**src/sv/itwt_pkg.sv**
```systemverilog
// itwt_pkg: shared widths, token codes and controller/datapath link types
// for integer_to_word_tokens. No dependencies.
package itwt_pkg;

  localparam int unsigned VALUE_W  = 31;
  localparam int unsigned CODE_W   = 5;
  localparam int unsigned DIGITS   = 10;
  localparam int unsigned BCD_W    = 4 * DIGITS;
  localparam int unsigned GROUPS   = 4;
  localparam int unsigned PHASES   = 5;
  localparam int unsigned STEPS    = GROUPS * PHASES;
  localparam int unsigned CNT_W    = $clog2(VALUE_W);

  localparam logic [CODE_W-1:0] CODE_ZERO      = 5'd0;
  localparam logic [CODE_W-1:0] CODE_TEEN_BASE = 5'd10;
  localparam logic [CODE_W-1:0] CODE_TENS_BASE = 5'd18;
  localparam logic [CODE_W-1:0] CODE_HUNDRED   = 5'd28;
  localparam logic [CODE_W-1:0] CODE_THOUSAND  = 5'd29;
  localparam logic [CODE_W-1:0] CODE_MILLION   = 5'd30;
  localparam logic [CODE_W-1:0] CODE_BILLION   = 5'd31;

  // Phases within one group
  localparam logic [2:0] PH_HUND_DIGIT = 3'd0;
  localparam logic [2:0] PH_HUND_WORD  = 3'd1;
  localparam logic [2:0] PH_TENS       = 3'd2;
  localparam logic [2:0] PH_ONES       = 3'd3;
  localparam logic [2:0] PH_SCALE      = 3'd4;

  typedef struct packed {
    logic load;   // capture value, clear converter and step pointer
    logic shift;  // one double-dabble step
    logic step;   // examine one token slot
  } itwt_cmd_t;

  typedef struct packed {
    logic emit_done;  // current slot is the final token, or the last slot
  } itwt_status_t;

endpackage

```
**src/sv/itwt_ctrl.sv**
```systemverilog
// itwt_ctrl: sequencing FSM for integer_to_word_tokens.
// Depends on itwt_pkg.
module itwt_ctrl (
  input  logic                  clk,
  input  logic                  rst_n,
  input  logic                  start,
  input  itwt_pkg::itwt_status_t status,
  output itwt_pkg::itwt_cmd_t    cmd,
  output logic                  busy
);
  import itwt_pkg::*;

  typedef enum logic [1:0] {
    S_IDLE,
    S_CONV,
    S_EMIT
  } state_t;

  state_t           state_r, state_nxt;
  logic [CNT_W-1:0] bit_cnt_r, bit_cnt_nxt;

  localparam logic [CNT_W-1:0] LAST_BIT = CNT_W'(VALUE_W - 1);

  always_comb begin
    state_nxt   = state_r;
    bit_cnt_nxt = bit_cnt_r;
    cmd         = '0;
    unique case (state_r)
      S_IDLE: begin
        if (start) begin
          cmd.load    = 1'b1;
          bit_cnt_nxt = '0;
          state_nxt   = S_CONV;
        end
      end
      S_CONV: begin
        cmd.shift   = 1'b1;
        bit_cnt_nxt = bit_cnt_r + 1'b1;
        if (bit_cnt_r == LAST_BIT) begin
          state_nxt = S_EMIT;
        end
      end
      S_EMIT: begin
        cmd.step = 1'b1;
        if (status.emit_done) begin
          state_nxt = S_IDLE;
        end
      end
      default: state_nxt = S_IDLE;
    endcase
  end

  always_ff @(posedge clk) begin
    if (!rst_n) begin
      state_r   <= S_IDLE;
      bit_cnt_r <= '0;
    end else begin
      state_r   <= state_nxt;
      bit_cnt_r <= bit_cnt_nxt;
    end
  end

  assign busy = (state_r != S_IDLE);

endmodule

```
**src/sv/itwt_dp.sv**
```systemverilog
// itwt_dp: binary-to-BCD converter, token slot walker and output register
// for integer_to_word_tokens. Depends on itwt_pkg.
module itwt_dp (
  input  logic                              clk,
  input  logic                              rst_n,
  input  itwt_pkg::itwt_cmd_t               cmd,
  input  logic [itwt_pkg::VALUE_W-1:0]      in_value,
  output itwt_pkg::itwt_status_t            status,
  output logic                              out_valid,
  output logic [itwt_pkg::CODE_W-1:0]       out_word_code,
  output logic                              out_last_word
);
  import itwt_pkg::*;

  logic [VALUE_W-1:0] bin_r;
  logic [BCD_W-1:0]   bcd_r;
  logic [BCD_W-1:0]   bcd_adj;
  logic [STEPS-1:0]   pos_r;    // one-hot current slot
  logic [STEPS-1:0]   rem_r;    // slots after the current one
  logic [1:0]         grp_r;
  logic [2:0]         ph_r;

  logic [3:0]         gh [GROUPS];
  logic [3:0]         gt [GROUPS];
  logic [3:0]         go [GROUPS];
  logic [STEPS-1:0]   emit_vec;
  logic               is_zero;
  logic               cur_emit;
  logic               cur_last;
  logic [CODE_W-1:0]  cur_code;
  logic [3:0]         ch, ct, co;

  logic               out_valid_r;
  logic [CODE_W-1:0]  out_code_r;
  logic               out_last_r;

  // add-3 correction ahead of the shift
  always_comb begin
    for (int k = 0; k < DIGITS; k++) begin
      if (bcd_r[4*k +: 4] >= 4'd5) begin
        bcd_adj[4*k +: 4] = bcd_r[4*k +: 4] + 4'd3;
      end else begin
        bcd_adj[4*k +: 4] = bcd_r[4*k +: 4];
      end
    end
  end

  // group digits: billion group has only its ones digit
  always_comb begin
    for (int g = 1; g < GROUPS; g++) begin
      gh[g] = bcd_r[4*(3*(GROUPS-1-g)+2) +: 4];
      gt[g] = bcd_r[4*(3*(GROUPS-1-g)+1) +: 4];
      go[g] = bcd_r[4*(3*(GROUPS-1-g))   +: 4];
    end
    gh[0] = 4'd0;
    gt[0] = 4'd0;
    go[0] = bcd_r[4*(DIGITS-1) +: 4];
  end

  assign is_zero = (bcd_r == '0);

  always_comb begin
    for (int g = 0; g < GROUPS; g++) begin
      emit_vec[g*PHASES + 0] = (gh[g] != 4'd0);
      emit_vec[g*PHASES + 1] = (gh[g] != 4'd0);
      emit_vec[g*PHASES + 2] = (gt[g] != 4'd0) || (go[g] != 4'd0);
      emit_vec[g*PHASES + 3] = (gt[g] >= 4'd2) && (go[g] != 4'd0);
      emit_vec[g*PHASES + 4] = (g != GROUPS - 1) &&
                               ((gh[g] != 4'd0) || (gt[g] != 4'd0) || (go[g] != 4'd0));
    end
    // the billion group never has a hundreds digit, so its first slot carries Zero
    emit_vec[0] = is_zero;
  end

  assign cur_emit = |(emit_vec & pos_r);
  assign cur_last = ~|(emit_vec & rem_r);

  assign ch = gh[grp_r];
  assign ct = gt[grp_r];
  assign co = go[grp_r];

  always_comb begin
    cur_code = CODE_ZERO;
    unique case (ph_r)
      PH_HUND_DIGIT: cur_code = {1'b0, ch};
      PH_HUND_WORD:  cur_code = CODE_HUNDRED;
      PH_TENS: begin
        if (ct >= 4'd2) begin
          cur_code = CODE_TENS_BASE + {1'b0, ct};
        end else if (ct == 4'd1) begin
          cur_code = CODE_TEEN_BASE + {1'b0, co};
        end else begin
          cur_code = {1'b0, co};
        end
      end
      PH_ONES:       cur_code = {1'b0, co};
      PH_SCALE:      cur_code = CODE_BILLION - {3'b000, grp_r};
      default:       cur_code = CODE_ZERO;
    endcase
  end

  always_ff @(posedge clk) begin
    if (cmd.load) begin
      bin_r <= in_value;
      bcd_r <= '0;
    end else if (cmd.shift) begin
      bcd_r <= {bcd_adj[BCD_W-2:0], bin_r[VALUE_W-1]};
      bin_r <= {bin_r[VALUE_W-2:0], 1'b0};
    end
    if (cmd.step) begin
      out_code_r <= cur_code;
      out_last_r <= cur_last;
    end
  end

  always_ff @(posedge clk) begin
    if (!rst_n) begin
      pos_r       <= STEPS'(1);
      rem_r       <= ~STEPS'(1);
      grp_r       <= '0;
      ph_r        <= PH_HUND_DIGIT;
      out_valid_r <= 1'b0;
    end else begin
      out_valid_r <= cmd.step && cur_emit;
      if (cmd.load) begin
        pos_r <= STEPS'(1);
        rem_r <= ~STEPS'(1);
        grp_r <= '0;
        ph_r  <= PH_HUND_DIGIT;
      end else if (cmd.step) begin
        pos_r <= {pos_r[STEPS-2:0], 1'b0};
        rem_r <= {rem_r[STEPS-2:0], 1'b0};
        if (ph_r == PH_SCALE) begin
          ph_r  <= PH_HUND_DIGIT;
          grp_r <= grp_r + 1'b1;
        end else begin
          ph_r <= ph_r + 1'b1;
        end
      end
    end
  end

  assign status.emit_done = (cur_emit && cur_last) || pos_r[STEPS-1];

  assign out_valid     = out_valid_r;
  assign out_word_code = out_code_r;
  assign out_last_word = out_last_r;

endmodule

```
**src/sv/integer_to_word_tokens.sv**
```systemverilog
// integer_to_word_tokens: spells a 31-bit value as English word tokens.
// After start, the bit-serial BCD converter runs 31 double-dabble steps, then the walker
// examines one token slot per cycle up to and including the last token (1..19 slots).
// A new start is taken only while idle (busy low), so values never overlap.
// Tokens leave on out_valid strobes, at most one per cycle; the receiver cannot stall.
// Synchronous active-low reset returns to idle with no token pending.
module integer_to_word_tokens (
  input  logic                          clk,
  input  logic                          rst_n,
  input  logic                          start,
  output logic                          busy,
  input  logic [itwt_pkg::VALUE_W-1:0]  in_value,
  output logic                          out_valid,
  output logic [itwt_pkg::CODE_W-1:0]   out_word_code,
  output logic                          out_last_word
);
  import itwt_pkg::*;

  itwt_cmd_t    cmd;
  itwt_status_t status;

  itwt_ctrl u_ctrl (
    .clk    (clk),
    .rst_n  (rst_n),
    .start  (start),
    .status (status),
    .cmd    (cmd),
    .busy   (busy)
  );

  itwt_dp u_dp (
    .clk           (clk),
    .rst_n         (rst_n),
    .cmd           (cmd),
    .in_value      (in_value),
    .status        (status),
    .out_valid     (out_valid),
    .out_word_code (out_word_code),
    .out_last_word (out_last_word)
  );

endmodule
```
**config.mk**
```make
export PLATFORM = sky130hd
export DESIGN_NAME = integer_to_word_tokens
export DESIGN_NICKNAME = d
export VERILOG_FILES = /design/src/sv/itwt_pkg.sv /design/src/sv/itwt_ctrl.sv /design/src/sv/itwt_dp.sv /design/src/sv/integer_to_word_tokens.sv
export SDC_FILE = /design/constraint.sdc
export NUM_CORES = 1
export LEC_CHECK = 0
export BUFFER_PORTS_ARGS = -buffer_cell sky130_fd_sc_hd__buf_4
export CAP_MARGIN = 20
export CORE_MARGIN = 5
export CORE_UTILIZATION = 66
export CTS_CLUSTER_DIAMETER = 120
export DETAILED_ROUTE_END_ITERATION = 7
export PLACE_DENSITY = 0.86
export SLEW_MARGIN = 20
export SYNTH_ARGS = -nofsm -noshare
export SYNTH_HDL_FRONTEND = slang
export SYNTH_HIERARCHICAL = 1
export SYNTH_SLANG_ARGS = --single-unit
export TNS_END_PERCENT = 30
```
**constraint.sdc**
```tcl
create_clock -name clk -period 4.7 [get_ports clk]
set_input_delay 0.705 -clock clk [delete_from_list [all_inputs] [get_ports clk]]
set_output_delay 0.705 -clock clk [all_outputs]
set_load 0.02 [all_outputs]
```
======== Word level (Yosys, flattened, before mapping) ========
Index checks and enable logic that the tools add are counted.
storage, ports and cells
  flip-flop bits (word level) ............. 129
  input bits .............................. 34
  output and inout bits ................... 8
  word-level logic and storage cells ...... 128
operators by class
  $add $sub $neg .......................... 16
  magnitude comparators ................... 15
  equality and inequality tests ........... 11
  mux-type cells .......................... 35
  bitwise operators ....................... 4
  reductions and logical operators ........ 36
operators by type and width
  kind                                                                number
  two-way mux 31 bit                                                  2
  two-way mux 4 bit                                                   15
  AND 19 x 20 -> 20 bit                                               2
  greater-or-equal comparator 4 x 3 -> 1 bit (second input constant)  10
  zero test 40 bit                                                    1
  nonzero test 4 bit                                                  10
  OR reduction 20 bit                                                 2
  adder 4 x 2 -> 4 bit (second input constant)                        9
  one-hot mux 5 bit (5 select lines)                                  1
  binary-select mux 4 bit (select 2 bit)                              3
  greater-or-equal comparator 4 x 2 -> 1 bit (second input constant)  4
  two-way mux 5 bit                                                   3
  one-hot mux 5 bit (2 select lines)                                  1
  logical OR 1 bit                                                    8
  == test 3 x 2 -> 1 bit (second input constant)                      2
  two-way mux 2 bit                                                   3
  two-way mux 3 bit                                                   2
  one-hot mux 2 bit (3 select lines)                                  1
  nonzero test 2 bit                                                  3
  adder 4 x 4 -> 5 bit (first input constant)                         1
  adder 5 x 1 -> 5 bit (second input constant)                        1
  adder 5 x 4 -> 5 bit (first input constant)                         1
  == test 5 bit (second input constant)                               1
  logical AND 1 bit                                                   5
  21 further kinds                                                    26

======== Logic depth before layout (Yosys ltp) ========
Gate-level depths: netlist of the first run.
  depth in word-level cells ............... 10
  mapped depth ............................ 9
  mapped depth without buffers ............ 9

======== Hierarchy ========
Netlist of the first run, hierarchy kept.
by module, submodules not included
  module     times used  cells an instance  area an instance (µm²)  sequential area each (µm²)
  itwt_dp    1           618                6238.5                  2772.7
  itwt_ctrl  1           43                 361.6                   140.1

======== Least setup slack after synthesis of the first run ========
No wires, ideal clock.
  kind .................................... register to register
  start ................................... register u_dp.bcd_r[0]
  end ..................................... register u_ctrl.state_r[1]
  library setup time ...................... 0.116 ns
  arrival time ............................ 2.363 ns
  required time ........................... 4.584 ns
  setup slack ............................. 2.221 ns
  cell stages (with the launch flop) ...... 10
  clock period less this slack ............ 2.479 ns
  path through ............................ dfxtp_1 inv_1 ha_1 or3b_1 or4b_4 or4_1 nand4_1 a21o_1 inv_1 a31o_2
between the ends
  longest elaborated chain between the ends .. 9
  elaborated cells on any way between the ends .. 13
  classes of those cells .................. 1 x eq/ne; 2 x bitwise; 10 x reduce/logical
RTL lines
  element                                                                   line                          source
  start: declaration                                                        itwt_dp.sv:16                 logic [BCD_W-1:0] bcd_r;
  start signal: assignment                                                  itwt_dp.sv:107                bcd_r <= {bcd_adj[BCD_W-2:0], bin_r[VALUE_W-1]};
  parallel branches: the longest is 5 deep, another holds zero test 40 bit  -
  logical AND 1 bit (*)                                                     itwt_dp.sv:143                assign status.emit_done = (cur_emit && cur_last) || pos_r[STEPS-1];
  logical OR 1 bit (*)                                                      itwt_dp.sv:143
  net status                                                                integer_to_word_tokens.sv:20  itwt_status_t status;
  != test 2 bit (no line) (*)                                               -
  AND reduction 3 bit (no line) (*)                                         -
  end signal: assignment                                                    itwt_ctrl.sv:58               state_r <= state_nxt;
  end: declaration                                                          itwt_ctrl.sv:19               state_t state_r, state_nxt;
Mark *: on every way through the listed nets, which the timed path passes.
A chain may end at the register's enable or synchronous reset.

======== Worst setup path in the final report of the first run ========
  start ................................... register u_dp.grp_r[0]
  end ..................................... register u_dp.out_code_r[2] (netlist: u_dp/out_word_code[2]) (data pin)
between the ends
  longest elaborated chain between the ends .. 8
  elaborated cells on any way between the ends .. 18
  classes of those cells .................. 3 x add/sub; 1 x order compare; 1 x eq/ne; 12 x mux; 1 x bitwise
RTL lines
  element                                                                line                                         source
  start: declaration                                                     itwt_dp.sv:20                                logic [1:0] grp_r;
  start signal: assignment                                               itwt_dp.sv:135                               grp_r <= grp_r + 1'b1;
  inverter 2 -> 3 bit (implied by the code)                              itwt_dp.sv:78, itwt_dp.sv:79, itwt_dp.sv:80
  binary-select mux 4 bit (select 2 bit), on equally long branches       itwt_dp.sv:80, itwt_dp.sv:79
  two-way mux 4 bit, on equally long branches (2 in series)              itwt_dp.sv:80, itwt_dp.sv:79
  adder 4 x 4 -> 5 bit / == test 4 x 1 -> 1 bit (equally long branches)  itwt_dp.sv:91, itwt_dp.sv:90
  two-way mux 5 bit                                                      itwt_dp.sv:90                                end else if (ct == 4'd1) begin
  two-way mux 5 bit                                                      itwt_dp.sv:88                                if (ct >= 4'd2) begin
  one-hot mux 5 bit (5 select lines) (*)                                 itwt_dp.sv:84                                unique case (ph_r)
  net u_dp.cur_code[2]                                                   itwt_dp.sv:30                                logic [CODE_W-1:0] cur_code;
  end signal: assignment                                                 itwt_dp.sv:111                               out_code_r <= cur_code;
  end: declaration                                                       itwt_dp.sv:34                                logic [CODE_W-1:0] out_code_r;
The timed path passes the listed nets; every way through them passes the cells marked *. The select of a mux whose other input is x is not followed.

==> results of run 1 <==
-- how the worst max path moves through the flow --
stage | endpoint | cells past startpoint
4_1_cts | u_dp/out_word_code[2]$_DFFE_PP_ | 5
6_report | u_dp/out_word_code[2]$_DFFE_PP_ | 5
3_5_place_dp | u_dp/out_word_code[3]$_DFFE_PP_ | 5
2_1_floorplan | u_ctrl/state_r[1]$_SDFFE_PN0P_ | 9
5_1_grt | u_dp/out_word_code[2]$_DFFE_PP_ | 5
3_3_place_gp | u_dp/out_word_code[3]$_DFFE_PP_ | 5
-- per-stage QoR --
step	utilization	cell area, um^2	hold slack [ns]	instances
global route	0.773	7560	0.444	837
CTS	0.773	7550	0.455	837
detailed placement	0.712	6960	0.456	805
finish	0.773	7560	0.468	837
floorplan	-	6600	0.432	661
global placement	0.712	6960	0.453	805
-- layer usage --
layer | vias to the layer above | wire [um] | track usage
li1 | 2406 | - | -
met1 | 2456 | 6070 | 0.315
met2 | 208 | 7950 | 0.463
met3 | 67 | 966 | 0.0681
met4 | 0 | 521 | 0.112
met5 | - | 0 | 0
-- flip-flops by register name (all words and copies together) (netlist names) --
register / count
u_dp/bin_r: 31
u_dp/out_last_word: 1
u_ctrl/bit_cnt_r: 5
u_dp/ph_r: 3
u_dp/grp_r: 2
u_dp/out_valid: 1
u_dp/rem_r: 17
u_ctrl/state_r: 2
u_dp/out_word_code: 5
u_dp/bcd_r: 40
u_dp/pos_r: 20
-- power by group through the flow --
stage	sequential (mW)	combinational, mW	clock, mW
finish	1.20	0.174	1.30
global route	1.20	0.190	1.37
CTS	1.20	0.173	1.31
detailed placement	1.22	0.169	0
global placement	1.22	0.162	0
floorplan	1.21	0.122	0
-- cell families after synthesis --
logic type | Yosys count | share of synthesized area
adder cells (fa/ha/maj) | 34 | 0.0645
buffers and inverters | 64 | 0.0400
AO/OA/AOI/OAI | 115 | 0.109
flip-flops | 127 | 0.441
AND/OR/NAND/NOR | 204 | 0.157
XOR/XNOR | 22 | 0.0292
multiplexers | 95 | 0.159
-- worst max-delay path: stages, from the launching register on --
cell and delay [ns]:
dfxtp_1 0.90, mux4_1 0.72, ha_1 0.31, mux2_1 0.29, mux2i_1 0.16, o211ai_1 0.12
-- placed cells by master (no fill, tap or decap), drive strengths merged, types with 3 or more instances in the layout --
cell type | synthesis | final
xor2 | 3 | 3
nand3 | 31 | 31
nand2b | 33 | 33
nor3b | 13 | 13
clkbuf | 26 | 24
o211ai | 11 | 11
nand2 | 51 | 51
mux2 | 36 | 36
clkinv | 0 | 4
inv | 30 | 31
buf | 8 | 45
a21o | 10 | 10
a22oi | 6 | 6
a31oi | 3 | 3
o22ai | 4 | 4
a21boi | 3 | 3
nand4 | 3 | 3
nor2 | 48 | 48
or3 | 4 | 4
edfxtp | 37 | 37
a21oi | 36 | 36
mux2i | 55 | 55
mux4 | 4 | 4
dfxtp | 90 | 90
ha | 34 | 34
nor2b | 3 | 3
a22o | 3 | 3
nor4 | 4 | 4
and3 | 3 | 3
xnor2 | 19 | 19
a211o | 3 | 3
o21ai | 28 | 28
-- final cells by class --
| class | instances | area, um^2 |
|---|---|---|
| Timing Repair Buffer | 45 | 338 |
| Multi-Input combinational cell | 470 | 3430 |
| Tap cell | 133 | 166 |
| Clock inverter | 8 | 73.8 |
| Inverter | 30 | 113 |
| Sequential cell | 127 | 2910 |
| Clock buffer | 24 | 523 |
| Fill cell | 630 | 2220 |
==> impl_metrics.toml, run 1 <==
[status]
status = "finished clean"

[pwr]
internal-power_mw = 2.08
sequentialPowerShare = 0.449
clockPowerShare = 0.486
total_power_mw = 2.67
switching_share = 0.221
ir_drop_uv = 321
leakage_nw = 2.84
p_switching_mw = 0.590
power_frac_comb = 0.065
pwr_density_cell_nw_per_um2 = 354

[die]
die_y_um = 110
core_um2 = 9770
die_x_um = 110
ios = 42
initial_core_util = 0.675
fp-row-count = 36
dieArea_um2 = 12100

[critical_path]
path_class = "reg -> reg"
reg2reg_from = "u_dp/grp_r[0]$_SDFFE_PP0P_"
startpoint_type = "flip-flop"
end_kind = "flip-flop"
cp.required_ns = 4.94
worstReg2RegEnd = "u_dp/out_word_code[2]$_DFFE_PP_"
cp_max_fo = 20
rrSetupSlack_ns = 1.92
worstPathArrival_ns = 3.02
cp-startpoint = "u_dp/grp_r[0]$_SDFFE_PP0P_"
reg2reg_depth = 5

[drt]
via_per_inst = 6.14
vias = 5137
wl_per_cell_um = 18.5
wirelength_um = 15500
detail-route-antenna-nets = 0
drtIter0Drc = 566
drtPass1Iterations = 8
drc_errors = 0

[timing]
rsz0062_at_grt = "no"
worstMarginPinSlew_ns = 1.10
finClkSkew_ns = 0.00824
timing.slew.headroom = 0.268
setup_ws_ns = 1.92
hold_viol = 0
period_share = 0.592
fin_crit_ns = 2.78
report.final.slew_viol_count = 0
setup_viol = 0
setup-tns-final_ns = 0
max_freq_mhz = 359

[synthesis]
synth_ff_type = "dfxtp_1"
ys_ff_latch = 127
synth_edf_count = 37
syn-cell-area_um2 = 6600
syn_area_per_cell_um2 = 9.98
yosysWarnings = 6
yosysTopAreaCell = "dfxtp_1"
yosysSeqAreaShare = 0.441
async_reset_ff_frac = 0
synth.top_cells.by_area = "dfxtp_1 27%, edfxtp_1 17%, mux2i_1 8.3%, ha_1 6.4%, mux2_1 4.9%"
ys_types = 60
syn_inst = 661
synthMostInstantiatedCell = "dfxtp_1"
syn_nets = 729
netlist_top_cells_count = "90 x dfxtp_1, 55 x mux2i_1, 51 x nand2_1"
synth_top_area_share = 0.273

[clock_tree]
cts_tree = "yes"
cts.sinks = 127
cts_setup_buffers = 0
clockBufferDepth = 2
cts_hold_buffers = 0
insertion_delay_ns = 0.52
h-tree-depth = 4
cts_buffers = 17
cts_root_buf = "clkbuf_8"
clk_pin_slew_ns = 0.06
cts_resized = 0

[placement]
io_buffers = 41
post-place-ws_ns = 1.98
dpl.hpwl_um = 9940
gp_congestion = 0.920

[grt]
antenna_found_initial = 0
grt_max_degree = 72
track_usage = 0.268
grt_pass1_wl_um = 24800
globalRouteOverflowTotal = 0
grt_pass1_vias = 5042

[cells_and_area]
final_nets = 759
area.growth.synth_to_final_pct = 14.5
drive_gt1_frac = 0.143
antenna_cells = 0

[min_path]
hp-start = "rst_n"
hold_class = "in -> reg"
hold-path-cell-count = 2
min_to = "u_ctrl/state_r[1]$_SDFFE_PN0P_"

[flow_run]
drv_cap = 0
Note: power is estimated with default switching activity, not from simulation.
==> run 2, diff against run 1 <==
--- a/config.mk
+++ b/config.mk
@@ -8,10 +8,10 @@
 export BUFFER_PORTS_ARGS = -buffer_cell sky130_fd_sc_hd__buf_4
 export CAP_MARGIN = 20
 export CORE_MARGIN = 5
-export CORE_UTILIZATION = 66
+export CORE_UTILIZATION = 55
 export CTS_CLUSTER_DIAMETER = 120
 export DETAILED_ROUTE_END_ITERATION = 7
-export PLACE_DENSITY = 0.86
+export PLACE_DENSITY = 0.76
 export SLEW_MARGIN = 20
 export SYNTH_ARGS = -nofsm -noshare
 export SYNTH_HDL_FRONTEND = slang
==> constraint.sdc (replaced) <==
create_clock -name clk -period 2.4 [get_ports clk]
set_input_delay 0.36 -clock clk [delete_from_list [all_inputs] [get_ports clk]]
set_output_delay 0.36 -clock clk [all_outputs]
set_load 0.02 [all_outputs]
==> impl_metrics.toml, run 2 (synthesis results as in run 1) <==
[drt]
vias = 5004
drtIter0Drc = 368
detail-route-antenna-nets = 0
drc_errors = 0
via_per_inst = 5.69
wirelength_um = 13900
drtPass1Iterations = 5
wl_per_cell_um = 15.8

[timing]
period_share = 1.02
hold_viol = 0
rsz0062_at_grt = "yes"
worstMarginPinSlew_ns = 0.574
timing.slew.headroom = 0.614
setup_ws_ns = -0.0448
report.final.slew_viol_count = 0
finClkSkew_ns = 0.00479
fin_crit_ns = 2.44
setup_viol = 1
max_freq_mhz = 409
setup-tns-final_ns = -0.0448

[critical_path]
startpoint_type = "flip-flop"
end_kind = "flip-flop"
crit_slowest_cell = "or4b_4"
cpLargestDelayFamily = "simple AND/OR/NAND/NOR gates"
cp_num_buf_inv = 2
critPathMaxStageDelay_ns = 0.51
worstPathArrival_ns = 2.76
cp.required_ns = 2.71
cp_max_fo = 3
path_class = "reg -> reg"
worstPathCellList = "inv_2 -> ha_4 -> or3b_4 -> or4b_4 -> or4_1 -> nand4_1 -> a21o_1 -> inv_1 -> a31o_2"

[pwr]
ir_drop_uv = 600
pwr_density_cell_nw_per_um2 = 679
leakage_nw = 3.00

[placement]
dpl.hpwl_um = 9650
io_buffers = 41
gp_congestion = 0.848
detailed_place.area_um2 = 7240

[cells_and_area]
finalInstanceArea_um2 = 7850
drive_gt1_frac = 0.184
final_nets = 787
area.growth.synth_to_final_pct = 19.0
fillCellCount = 911
regMostFlops = "u_dp/bcd_r"
layout_common_cells = "89 x dfxtp_1, 70 x buf_4, 55 x mux2i_1"
reg_top3 = "u_dp/bcd_r x40, u_dp/bin_r x31, u_dp/pos_r x20"
largest_register_ffs = 40
multi_input_area_um2 = 3450
final_common_cell = "dfxtp_1"
seq_area_um2 = 2910
antenna_cells = 0

[grt]
grt_pass1_vias = 4962
track_usage = 0.203
antenna_found_initial = 0
grt_pass1_wl_um = 23400
globalRouteOverflowTotal = 0
grt_max_degree = 76

[clock_tree]
insertion_delay_ns = 0.42
clk_pin_slew_ns = 0.06
cts_setup_buffers = 0
cts_buffers = 17
cts_root_buf = "clkbuf_16"
cts_tree = "yes"
h-tree-depth = 4
cts.sinks = 127
clockBufferDepth = 2

[min_path]
hold_class = "in -> reg"

[die]
die_x_um = 120
initial_core_util = 0.554
core_um2 = 11900
fp-row-count = 40
ios = 42
die_y_um = 120
dieArea_um2 = 14300

[status]
violations = "setup timing"
status = "complete, but fails checks"

[flow_run]
drv_cap = 0
run 2: cell type report:
class / count / share of cell area
inverter: 30 / 0.0143
multi-input combinational: 470 / 0.439
clock inverter: 12 / 0.0167
sequential: 127 / 0.371
timing repair buffer: 73 / 0.0746
tap: 147 / 0.0234
clock buffer: 20 / 0.0609
run 2: timing repair:
action,CTS,global route
setup endpoints to repair,1,1
cloned,0,0
resized for setup,3,1
pin swaps,2,0
hold buffers,0,0
run 2: report_power, final:
part | internal [mW] | total, mW | switching (mW)
Combinational | 0.193 | 0.386 | 0.194
Clock | 1.65 | 2.61 | 0.960
Sequential | 2.32 | 2.34 | 0.0253
run 2: final timing paths:
check             depth (start not counted)                   startpoint  slack (ns)                             end
setup / recovery                          9   u_dp/bcd_r[0]$_SDFFE_PP0P_       -0.04  u_ctrl/state_r[1]$_SDFFE_PN0P_
hold / removal                            2                        rst_n        0.22  u_ctrl/state_r[1]$_SDFFE_PN0P_
setup reg to reg                          9   u_dp/bcd_r[0]$_SDFFE_PP0P_       -0.04  u_ctrl/state_r[1]$_SDFFE_PN0P_
hold reg to reg                           2  u_dp/rem_r[18]$_SDFFE_PP1P_        0.47     u_dp/rem_r[18]$_SDFFE_PP1P_
run 2: metal layers:
metal	track usage	share of wire
met1	0.247	0.43
met2	0.333	0.48
met5	0	0
met4	0.0787	0.025
met3	0.0683	0.064
run 2: stage by stage:
| step | power, mW | instances | worst slack (ns) | util | hold slack [ns] |
|---|---|---|---|---|---|
| after detailed placement | 2.77 | 847 | -0.124 | 0.607 | 0.455 |
| final | 5.33 | 879 | -0.0448 | 0.659 | 0.224 |
| after global placement | 2.75 | 847 | -0.0455 | 0.607 | 0.450 |
| after CTS | 5.38 | 879 | -0.0495 | 0.659 | 0.203 |
| after floorplan | 2.62 | 661 | 0.0115 | - | 0.432 |
| after global routing | 5.54 | 879 | -0.122 | 0.659 | 0.206 |
==> run 3, diff against run 2 <==
--- a/config.mk
+++ b/config.mk
@@ -8,10 +8,10 @@
 export BUFFER_PORTS_ARGS = -buffer_cell sky130_fd_sc_hd__buf_4
 export CAP_MARGIN = 20
 export CORE_MARGIN = 5
-export CORE_UTILIZATION = 55
+export CORE_UTILIZATION = 66
 export CTS_CLUSTER_DIAMETER = 120
 export DETAILED_ROUTE_END_ITERATION = 7
-export PLACE_DENSITY = 0.76
+export PLACE_DENSITY = 0.86
 export SLEW_MARGIN = 20
 export SYNTH_ARGS = -nofsm -noshare
 export SYNTH_HDL_FRONTEND = slang
==> constraint.sdc (replaced) <==
create_clock -name clk -period 3 [get_ports clk]
set_input_delay 0.45 -clock clk [delete_from_list [all_inputs] [get_ports clk]]
set_output_delay 0.45 -clock clk [all_outputs]
set_load 0.02 [all_outputs]
==> impl_metrics.toml, run 3 (synthesis results as in run 1) <==
[status]
status = "finished clean"

[clock_tree]
cts_tree = "yes"
cts_resized = 0
cts_setup_buffers = 0
h-tree-depth = 4
clockBufferDepth = 2
cts_buffers = 17
insertion_delay_ns = 0.52
cts_root_buf = "clkbuf_8"
cts.sinks = 127
clk_pin_slew_ns = 0.06
cts_hold_buffers = 0

[cells_and_area]
area.growth.synth_to_final_pct = 16.1
largest_register_ffs = 40
final_common_cell = "dfxtp_1"
finalInstanceArea_um2 = 7660
regMostFlops = "u_dp/bcd_r"
seq_area_um2 = 2910
antenna_cells = 0
multi_input_area_um2 = 3430
fillCellCount = 582
drive_gt1_frac = 0.149
reg_top3 = "u_dp/bcd_r x40, u_dp/bin_r x31, u_dp/pos_r x20"
final_nets = 767
layout_common_cells = "90 x dfxtp_1, 55 x mux2i_1, 53 x buf_4"

[grt]
globalRouteOverflowTotal = 0
antenna_found_initial = 0
grt_max_degree = 71
track_usage = 0.259
grt_pass1_wl_um = 24000
grt_pass1_vias = 4999

[critical_path]
reg2reg_from = "u_dp/bcd_r[0]$_SDFFE_PP0P_"
cp_max_fo = 5
reg2reg_depth = 9
worstReg2RegEnd = "u_ctrl/state_r[1]$_SDFFE_PN0P_"
rrSetupSlack_ns = 0.25
worstPathArrival_ns = 3.17
path_class = "reg -> reg"
end_kind = "flip-flop"
startpoint_type = "flip-flop"
cp.required_ns = 3.42

[die]
die_x_um = 110
die_y_um = 110
ios = 42
fp-row-count = 36
core_um2 = 9770
dieArea_um2 = 12100
initial_core_util = 0.675

[pwr]
pwr_density_cell_nw_per_um2 = 569
ir_drop_uv = 529
leakage_nw = 2.90

[min_path]
hold-path-cell-count = 2
hp-start = "rst_n"
hold_class = "in -> reg"
min_to = "u_ctrl/state_r[1]$_SDFFE_PN0P_"

[drt]
wirelength_um = 14900
wl_per_cell_um = 17.6
vias = 5066
via_per_inst = 6.00
drc_errors = 0
drtPass1Iterations = 5
drtIter0Drc = 529
detail-route-antenna-nets = 0

[placement]
dpl.hpwl_um = 9990
detailed_place.area_um2 = 7020
io_buffers = 41
gp_congestion = 1.01

[timing]
rsz0062_at_grt = "no"
setup_viol = 0
worstMarginPinSlew_ns = 1.08
report.final.slew_viol_count = 0
finClkSkew_ns = 0.00678
fin_crit_ns = 2.75
hold_viol = 0
setup-tns-final_ns = 0
period_share = 0.918
max_freq_mhz = 363
timing.slew.headroom = 0.282

[flow_run]
drv_cap = 0
[run 3: cell type report]
type / count / area share
multi-input cells: 470 / 0.448
flip-flops and latches: 127 / 0.380
clock buffers: 24 / 0.0642
repair buffers: 53 / 0.0519
well taps: 133 / 0.0217
clock inverters: 8 / 0.0196
inverters: 30 / 0.0147
[run 3: worst max path at each step]
stage	from	end	slack (ns)
detailed placement	u_dp/bcd_r[0]$_SDFFE_PP0P_	u_ctrl/state_r[1]$_SDFFE_PN0P_	0.28
global placement	u_dp/bcd_r[0]$_SDFFE_PP0P_	u_ctrl/state_r[1]$_SDFFE_PN0P_	0.40
global route	u_dp/bcd_r[0]$_SDFFE_PP0P_	u_ctrl/state_r[1]$_SDFFE_PN0P_	0.16
CTS	u_dp/bcd_r[0]$_SDFFE_PP0P_	u_ctrl/state_r[1]$_SDFFE_PN0P_	0.27
finish	u_dp/bcd_r[0]$_SDFFE_PP0P_	u_ctrl/state_r[1]$_SDFFE_PN0P_	0.25
floorplan	u_dp/bcd_r[0]$_SDFFE_PP0P_	u_ctrl/state_r[1]$_SDFFE_PN0P_	0.52
[run 3: critical path, cell delays in order (launching register included)]
cell     delay (ns)
dfxtp_1        0.34
inv_1          0.12
ha_1           0.22
or3b_1         0.44
or4b_4         0.56
or4_1          0.49
nand4_1        0.13
a21o_1         0.13
inv_1          0.04
a31o_2         0.18
[run 3: stage by stage]
stage                     utilization  total power, mW  cells  worst slack [ns]  hold slack (ns)
final                           0.784             4.36    845             0.246            0.203
after global routing            0.784             4.49    845             0.162            0.190
after CTS                       0.784             4.38    845             0.271            0.194
after detailed placement        0.718             2.19    813             0.279            0.469
after global placement          0.718             2.17    813             0.398            0.454
after floorplan                     -             2.09    661             0.521            0.432
[run 3: routing by layer]
layer	vias to the layer above	share of wire	track usage
met5	-	0	0
met4	0	0.029	0.106
met3	53	0.050	0.0559
met2	163	0.51	0.450
met1	2432	0.41	0.311
li1	2418	-	-
[run 3: where the power goes]
| group | total (mW) | internal (mW) | leakage (nW) | switching [mW] |
|---|---|---|---|---|
| clock network | 2.20 | 1.47 | 0.311 | 0.734 |
| registers | 1.88 | 1.85 | 1.09 | 0.0259 |
| logic | 0.276 | 0.126 | 1.50 | 0.151 |
